`src/rtl/core/lied_pkg.sv`:
```
// Shared types and constants for the label image erode/dilate pass.
`default_nettype none

package lied_pkg;

   localparam int CH_BITS       = 8;
   localparam int PIX_BITS      = 3 * CH_BITS;
   localparam int DIM_BITS      = 11;
   localparam int ROW_BITS      = 10;
   localparam int CFG_IDX_BITS  = 2;
   localparam int CFG_DATA_BITS = 11;
   localparam int FIFO_DEPTH    = 4;
   localparam int FIFO_PTR_BITS = 2;
   localparam int FIFO_LVL_BITS = 3;

   localparam logic [DIM_BITS-1:0] MAX_HEIGHT    = 11'd1024;
   localparam logic [DIM_BITS-1:0] RESET_WIDTH   = 11'd640;
   localparam logic [DIM_BITS-1:0] RESET_HEIGHT  = 11'd480;
   localparam logic [CH_BITS-1:0]  GRAY_LEVEL    = 8'd100;
   localparam logic [CH_BITS-1:0]  WHITE_LEVEL   = 8'd255;

   typedef enum logic {
      MODE_CONTRACT = 1'b0,
      MODE_EXPAND   = 1'b1
   } mode_type;

   typedef enum logic [CFG_IDX_BITS-1:0] {
      REG_PASS_MODE    = 2'd0,
      REG_FRAME_WIDTH  = 2'd1,
      REG_FRAME_HEIGHT = 2'd2
   } cfg_reg_type;

   // red sits in the low bits
   typedef struct packed {
      logic [CH_BITS-1:0] blue;
      logic [CH_BITS-1:0] green;
      logic [CH_BITS-1:0] red;
   } pixel_type;

   typedef struct packed {
      pixel_type pix;
      logic      last;
   } rsp_word_type;

   typedef struct packed {
      logic         valid;
      rsp_word_type word;
   } fifo_push_type;

   localparam pixel_type GRAY_PIX  = '{blue: GRAY_LEVEL, green: GRAY_LEVEL, red: GRAY_LEVEL};
   localparam pixel_type WHITE_PIX =
      '{blue: WHITE_LEVEL, green: WHITE_LEVEL, red: WHITE_LEVEL};
   localparam pixel_type BLACK_PIX = '{blue: '0, green: '0, red: '0};

endpackage

`default_nettype wire

```
`src/rtl/core/lied_ifs.sv`:
```
// Channel interfaces: pixel input, processed pixel output, register write.
`default_nettype none


interface lied_rsp_if;
   logic                        valid;
   logic                        ready;
   logic [lied_pkg::CH_BITS-1:0] red_out;
   logic [lied_pkg::CH_BITS-1:0] green_out;
   logic [lied_pkg::CH_BITS-1:0] blue_out;
   logic                        frame_last;

   modport source (output valid, red_out, green_out, blue_out, frame_last, input ready);
   modport sink   (input valid, red_out, green_out, blue_out, frame_last, output ready);
endinterface


`default_nettype wire

```
`src/rtl/core/lied_out_fifo.sv`:
```
// Result queue that decouples the window stage from the result receiver.
`default_nettype none

module lied_out_fifo (
   input  wire logic                                 clock,
   input  wire logic                                 reset,
   input  wire lied_pkg::fifo_push_type              push,
   output      logic [lied_pkg::FIFO_LVL_BITS-1:0]    level,
   lied_rsp_if.source                                rsp_if
);

   lied_pkg::rsp_word_type entry_ff [lied_pkg::FIFO_DEPTH];

   logic [lied_pkg::FIFO_PTR_BITS-1:0] wr_ptr_ff, wr_ptr_in;
   logic [lied_pkg::FIFO_PTR_BITS-1:0] rd_ptr_ff, rd_ptr_in;
   logic [lied_pkg::FIFO_LVL_BITS-1:0] level_ff, level_in;
   logic                               pop;
   lied_pkg::rsp_word_type             head;

   assign pop  = rsp_if.valid && rsp_if.ready;
   assign head = entry_ff[rd_ptr_ff];

   assign rsp_if.valid      = (level_ff != '0);
   assign rsp_if.red_out    = head.pix.red;
   assign rsp_if.green_out  = head.pix.green;
   assign rsp_if.blue_out   = head.pix.blue;
   assign rsp_if.frame_last = head.last;
   assign level             = level_ff;

   always_comb begin
      wr_ptr_in = push.valid ? wr_ptr_ff + 1'b1 : wr_ptr_ff;
      rd_ptr_in = pop ? rd_ptr_ff + 1'b1 : rd_ptr_ff;
      level_in  = level_ff;
      case ({push.valid, pop})
         2'b10:   level_in = level_ff + 1'b1;
         2'b01:   level_in = level_ff - 1'b1;
         default: level_in = level_ff;
      endcase
   end

   always_ff @(posedge clock) begin
      if (reset) begin
         wr_ptr_ff <= '0;
         rd_ptr_ff <= '0;
         level_ff  <= '0;
      end else begin
         wr_ptr_ff <= wr_ptr_in;
         rd_ptr_ff <= rd_ptr_in;
         level_ff  <= level_in;
      end
   end

   always_ff @(posedge clock) begin
      if (push.valid) begin
         entry_ff[wr_ptr_ff] <= push.word;
      end
   end

endmodule

`default_nettype wire
```
`src/flat_wrapper.sv`:
```
// flat-port wrapper written by rule: the top's interface ports become plain ports
module lied_out_fifo_flat 
  (clock, reset, push, level, rsp_if_valid, rsp_if_red_out, rsp_if_green_out, rsp_if_blue_out, rsp_if_frame_last, rsp_if_ready);
  lied_rsp_if rsp_if_i ();
  input  wire logic clock;
  input  wire logic reset;
  input  wire lied_pkg::fifo_push_type push;
  output      logic [lied_pkg::FIFO_LVL_BITS-1:0] level;
  output wire logic [$bits(rsp_if_i.valid)-1:0] rsp_if_valid;
  output wire logic [$bits(rsp_if_i.red_out)-1:0] rsp_if_red_out;
  output wire logic [$bits(rsp_if_i.green_out)-1:0] rsp_if_green_out;
  output wire logic [$bits(rsp_if_i.blue_out)-1:0] rsp_if_blue_out;
  output wire logic [$bits(rsp_if_i.frame_last)-1:0] rsp_if_frame_last;
  input wire logic [$bits(rsp_if_i.ready)-1:0] rsp_if_ready;
  assign rsp_if_valid = rsp_if_i.valid;
  assign rsp_if_red_out = rsp_if_i.red_out;
  assign rsp_if_green_out = rsp_if_i.green_out;
  assign rsp_if_blue_out = rsp_if_i.blue_out;
  assign rsp_if_frame_last = rsp_if_i.frame_last;
  assign rsp_if_i.ready = rsp_if_ready;
  lied_out_fifo u_core (.clock(clock), .reset(reset), .push(push), .level(level), .rsp_if(rsp_if_i));
endmodule
```
`config.mk`:
```
export PLATFORM = sky130hd
export DESIGN_NAME = lied_out_fifo_flat
export DESIGN_NICKNAME = d
export VERILOG_FILES = /design/src/rtl/core/lied_pkg.sv /design/src/rtl/core/lied_ifs.sv /design/src/rtl/core/lied_out_fifo.sv /design/src/flat_wrapper.sv
export SDC_FILE = /design/constraint.sdc
export NUM_CORES = 1
export LEC_CHECK = 0
export CAP_MARGIN = 25
export CELL_PAD_IN_SITES_DETAIL_PLACEMENT = 1
export CELL_PAD_IN_SITES_GLOBAL_PLACEMENT = 2
export CORE_AREA = 2 2 101 103
export DETAILED_ROUTE_END_ITERATION = 7
export DIE_AREA = 0 0 103 105
export DONT_BUFFER_PORTS = 1
export GPL_TIMING_DRIVEN = 0
export PLACE_DENSITY = 0.72
export SLEW_MARGIN = 20
export SYNTH_ARGS = -nofsm -noshare
export SYNTH_HDL_FRONTEND = slang
export SYNTH_SLANG_ARGS = --single-unit
```
`constraint.sdc`:
```
create_clock -name clock -period 1.8 [get_ports clock]
set_input_delay 0.09 -clock clock [delete_from_list [all_inputs] [get_ports clock]]
set_output_delay 0.09 -clock clock [all_outputs]
set_load 0.05 [all_outputs]
```
**After elaboration in Yosys (flattened, before gate mapping)**

Memory sizes are Yosys's and may differ from the RTL's. A register that Yosys moved wholly into a read port is not among the register bits.
Index checks and enable logic that the tools add are counted.

- RAM bits: 100
- Memories kept: 1
- Word-level logic and storage cells: 18
- Output and inout bits: 29
- Input bits: 29
- Bits in registers: 7

- Add/subtract/negate cells: 4
- Multiplexer cells: 5
- Eq/ne operators: 2
- Reduce and logical (&&, ||, !) cells: 3

Memory list:

| memory | words | bits a word | rd ports | clocked after memory_dff | wr ports | line | source |
|---|---|---|---|---|---|---|---|
| u_core.entry_ff | 4 | 25 | 1 | 1 | 1 | lied_out_fifo.sv:12 | `lied_pkg::rsp_word_type entry_ff [lied_pkg::FIFO_DEPTH];` |

Operators with widths:

| cell | count |
|---|---|
| $pmux 3 s2 | 1 |
| $add 2x1->2 const B | 2 |
| $mux 2 | 2 |
| $add 3x1->3 const B | 1 |
| $reduce_bool 3->1 | 1 |
| $sub 3x1->3 const B | 1 |
| $eq 2x1->1 const B | 1 |
| $eq 2x2->1 const B | 1 |
| $mux 1 | 2 |
| $reduce_bool 2->1 | 1 |
| $logic_and 1x1->1 | 1 |

**Logic depth before layout (Yosys ltp)**

- Depth in word-level cells: 4
- Gate-level depth with buffers: 7
- Gate-level depth less buffers: 7

**Least setup slack after synthesis**

No wires, ideal clock.

- Path type: flip-flop to flip-flop
- From: reg u_core.level_ff (netlist bit u_core.level[0])
- To: reg u_core.level_ff (netlist bit u_core.level[2])
- Cell stages (with the launch flop): 8
- Buffers on the path: 0
- Arrival: 2077 ps
- Period minus slack after synthesis: 2147 ps
- Setup time: 70 ps
- Slack: -347 ps
- Required time: 1730 ps
- Path through: dfxtp_1 > o31a_1 > ha_1 > inv_1 > fa_1 > xor2_1 > or3_1 > a21oi_1

- Longest elaborated chain between the ends: 4
- Elaborated cells between the ends (all ways): 8
- Classes of those cells: 2 x add/sub; 2 x eq/ne; 1 x mux; 3 x reduce/logical

Ends and longest elaborated chain:

| item | line | source |
|---|---|---|
| start, declared | lied_out_fifo.sv:16 | `logic [lied_pkg::FIFO_LVL_BITS-1:0] level_ff, level_in;` |
| start signal, assigned | lied_out_fifo.sv:49 | `level_ff <= level_in;` |
| $reduce_bool 3->1 * | lied_out_fifo.sv:23 | `assign rsp_if.valid = (level_ff != '0);` |
| $logic_and 1x1->1 * | lied_out_fifo.sv:20 | `assign pop = rsp_if.valid && rsp_if.ready;` |
| net u_core.pop | lied_out_fifo.sv:17 | `logic pop;` |
| $eq 2x1->1 or $eq 2x2->1 (tied branches) | lied_out_fifo.sv:34 | `case ({push.valid, pop})` |
| $pmux 3 s2 or $reduce_bool 2->1 (tied branches) | -- |  |

Mark *: on every way through the listed nets, which the timed path passes. The rest lies on a longest branch.
A chain may end at the register's enable or synchronous reset.

**Worst setup path after layout**

- From: reg u_core.level_ff (netlist bit u_core.level[1])
- To: reg u_core.level_ff (netlist bit u_core.level[2])

The elaborated chain is that of the path after synthesis.

==> results.yml <==
worst_setup_path:
  slowest_delay_ns: 0.48
  worstSetupStartpointType: "flop"
  critical_path_buf_inv_count: 1
  critPathArrivalTime_ns: 2.23
  critical_path.slowest_cell: "dfxtp_4"
  path_max_fanout: 6
  critPathCaptureType: "flop"
  critPathKind: "reg2reg"
  cp.required_ns: 2.08
  cp_top_family: "adder cells"
  timing.critical_path.cells: "o31a_1 > ha_2 > inv_2 > fa_2 > xor2_1 > or3_1 > a21oi_1"
  r2r_slack_ns: -0.15
floorplanning:
  die_w_um: 103
  dieHeight_um: 105
  placementRows: 36
  initial_core_util: 0.425
  die-area_sq_um: 10800
  num_io_pins: 58
  coreArea_sq_um: 9640
drt:
  drt-met1-wl_um: 2920
  drtIter0Drc: 72
  wire_per_inst_um: 19.4
  drc_errors: 0
  met3_length_um: 322
  dr.pass1.iters: 4
  top_layer_used: "met4"
  routed_wl_um: 6980
  viasPerCell: 4.96
  antenna_left: 0
  num_vias: 1784
  met2WireLength_um: 3630
clocking:
  clkSinkCount: 109
  clock_latency_ns: 0.36
  cts-htree-levels: 3
  cts-root-buf: "clkbuf_8"
  clkTransAtPathRegs_ns: 0.09
  cts_made_buffers: 9
  clockBufferDepth: 2
  cts_tree: "built"
global_route:
  grt_pass1_vias: 1972
  grt_start_max_net_pins: 26
  antenna_found_initial: 0
  grt_pass1_wl_um: 10700
  grtUsageTotal: 0.137
  grt-ovfl-total: 0
synth:
  synth-main-ff-cell: "edfxtp_1"
  synth_edf_count: 100
  synth_commonest_cells: "edfxtp_1, mux4_2, dfxtp_1"
  synth_seq_area_share: 0.778
  synth_area_leaders: "edfxtp_1, mux4_2, dfxtp_1"
  synth_most_common_cell: "edfxtp_1"
  ys_async_sr_fraction: 0
  synth_warnings: 0
  avgSynthCellArea_sq_um: 23.0
  synth.ff_latch_count: 109
  synth_area_sq_um: 4090
  syn-instance-count: 178
  yosysTopAreaCell: "edfxtp_1"
  yosysTopAreaCellShare: 0.733
  ys_types: 22
  synth_nets: 213
pwr:
  vdd_drop_max_mv: 1.03
  powerDensity_nw_per_um2: 1340
  power_leakage_uw: 0.00154
  finalPower_uw: 6480
placed_design:
  gp_congestion: 0.651
  hpwlAfterDp_um: 4320
  dp_slack_ns: -0.148
  numPortBuffers: 0
layout:
  finish.net_count: 257
  fillerInstances: 902
  n_antenna_cell: 0
  syn2layout_area_growth_pct: 18.0
  drive_gt1_frac: 0.278
  final_core_util: 0.501
timing:
  worstMarginPinSlew_ns: 0.708
  rsz0062_at_grt: "yes"
  period_needed_ns: 1.95
  setup_viol: 11
  report.final.slew_viol_count: 0
  slew_headroom: 0.528
  hold_violations: 0
  min_period_over_period: 1.08
  tns_ns: -0.510
  finalClockSkew_ns: 0.00879
  fmax_ghz: 0.514
  layout_setup_ws_ns: -0.146
flow_run:
  drv_cap: 0
status:
  status: "finished with violations"
  violations: "setup timing"
hold_path:
  hold_path_class: "in2reg"
[per-layer routing]
| metal | up-vias | GRT usage |
|---|---|---|
| met5 | - | 0 |
| met4 | 0 | 0.0630 |
| met3 | 12 | 0.0294 |
| met2 | 58 | 0.228 |
| met1 | 909 | 0.169 |
| li1 | 805 | - |
[worst paths after layout]
path	endpoint	cells after the start	startpoint
worst max-delay path	u_core.level[2]	7	u_core.level[1]
worst min-delay path	u_core.rd_ptr_ff[1]	3	rsp_if_ready
worst max register to register	u_core.level[2]	7	u_core.level[1]
worst min register to register	u_core.rd_ptr_ff[1]	2	u_core.rd_ptr_ff[1]
[through the flow]
step           area, sq um  instances  hold WS, ns
2_1_floorplan         4110        178        0.189
3_3_place_gp          4280        311        0.189
3_5_place_dp          4280        311        0.189
4_1_cts               4850        359       0.0468
5_1_grt               4830        360        0.102
6_report              4830        360       0.0606
[layout make-up]
class	instances	area [sq um]	area share
Clock inverter	6	63.8	0.0132
Buffer	7	87.6	0.0181
Clock buffer	10	128	0.0264
Multi-Input combinational cell	56	810	0.168
Sequential cell	109	3200	0.661
Inverter	6	22.5	0.00466
Timing Repair Buffer	33	358	0.0741
Tap cell	133	166	0.0344
[power breakdown]
group | internal (uW) | switching, uW | total, uW
clock network | 642 | 772 | 1410
logic | 717 | 1230 | 1940
registers | 2950 | 177 | 3130
total | 4310 | 2170 | 6480
[what timing repair did]
action | in CTS | in global routing
pin swaps | 2 | 1
endpoints found under the hold margin | 102 | 0
gates resized for setup | 8 | 6
cloned | 2 | 0
setup endpoints to repair | 26 | 21
hold buffers | 26 | 0
buffers inserted | 4 | 2
[flip-flops by register name, indices dropped and copies added, names as in the netlist, named ones only]
name,count
u_core.entry_ff,100
u_core.level,3
u_core.rd_ptr_ff,2
u_core.wr_ptr_ff,2
[tightest hold or removal path, stage by stage]
cell and delay [ns]:
o311ai_0 0.10, xor2_1 0.07, nor2_1 0.11
[cells by family (layout without fill, tap and decap cells)]
group,count (synthesis),in the layout,synth area share
compound gates,5,5,0.00795
xor+xnor,5,5,0.0107
fa+ha+maj,6,6,0.0202
buf+inv,13,62,0.0226
flops,109,109,0.778
mux,26,26,0.145
simple gates,14,14,0.0165
[cells in the final DEF, fill, tap and decap left out, types with 2 or more instances in the layout]
cell type | synthesis | layout
mux4_2 | 20 | 25
nor2_1 | 8 | 8
xor2_1 | 3 | 3
buf_12 | 2 | 5
inv_1 | 6 | 5
dlygate4sd3_1 | 0 | 26
buf_4 | 0 | 5
dfxtp_1 | 9 | 5
and2_2 | 0 | 4
xnor2_1 | 2 | 2
or3_1 | 2 | 2
a21oi_1 | 2 | 2
clkinv_4 | 0 | 2
ha_1 | 5 | 4
clkbuf_8 | 0 | 9
clkbuf_1 | 1 | 2
edfxtp_1 | 100 | 100
dfxtp_4 | 0 | 3
No activity file was read; power rests on OpenSTA's default activity.
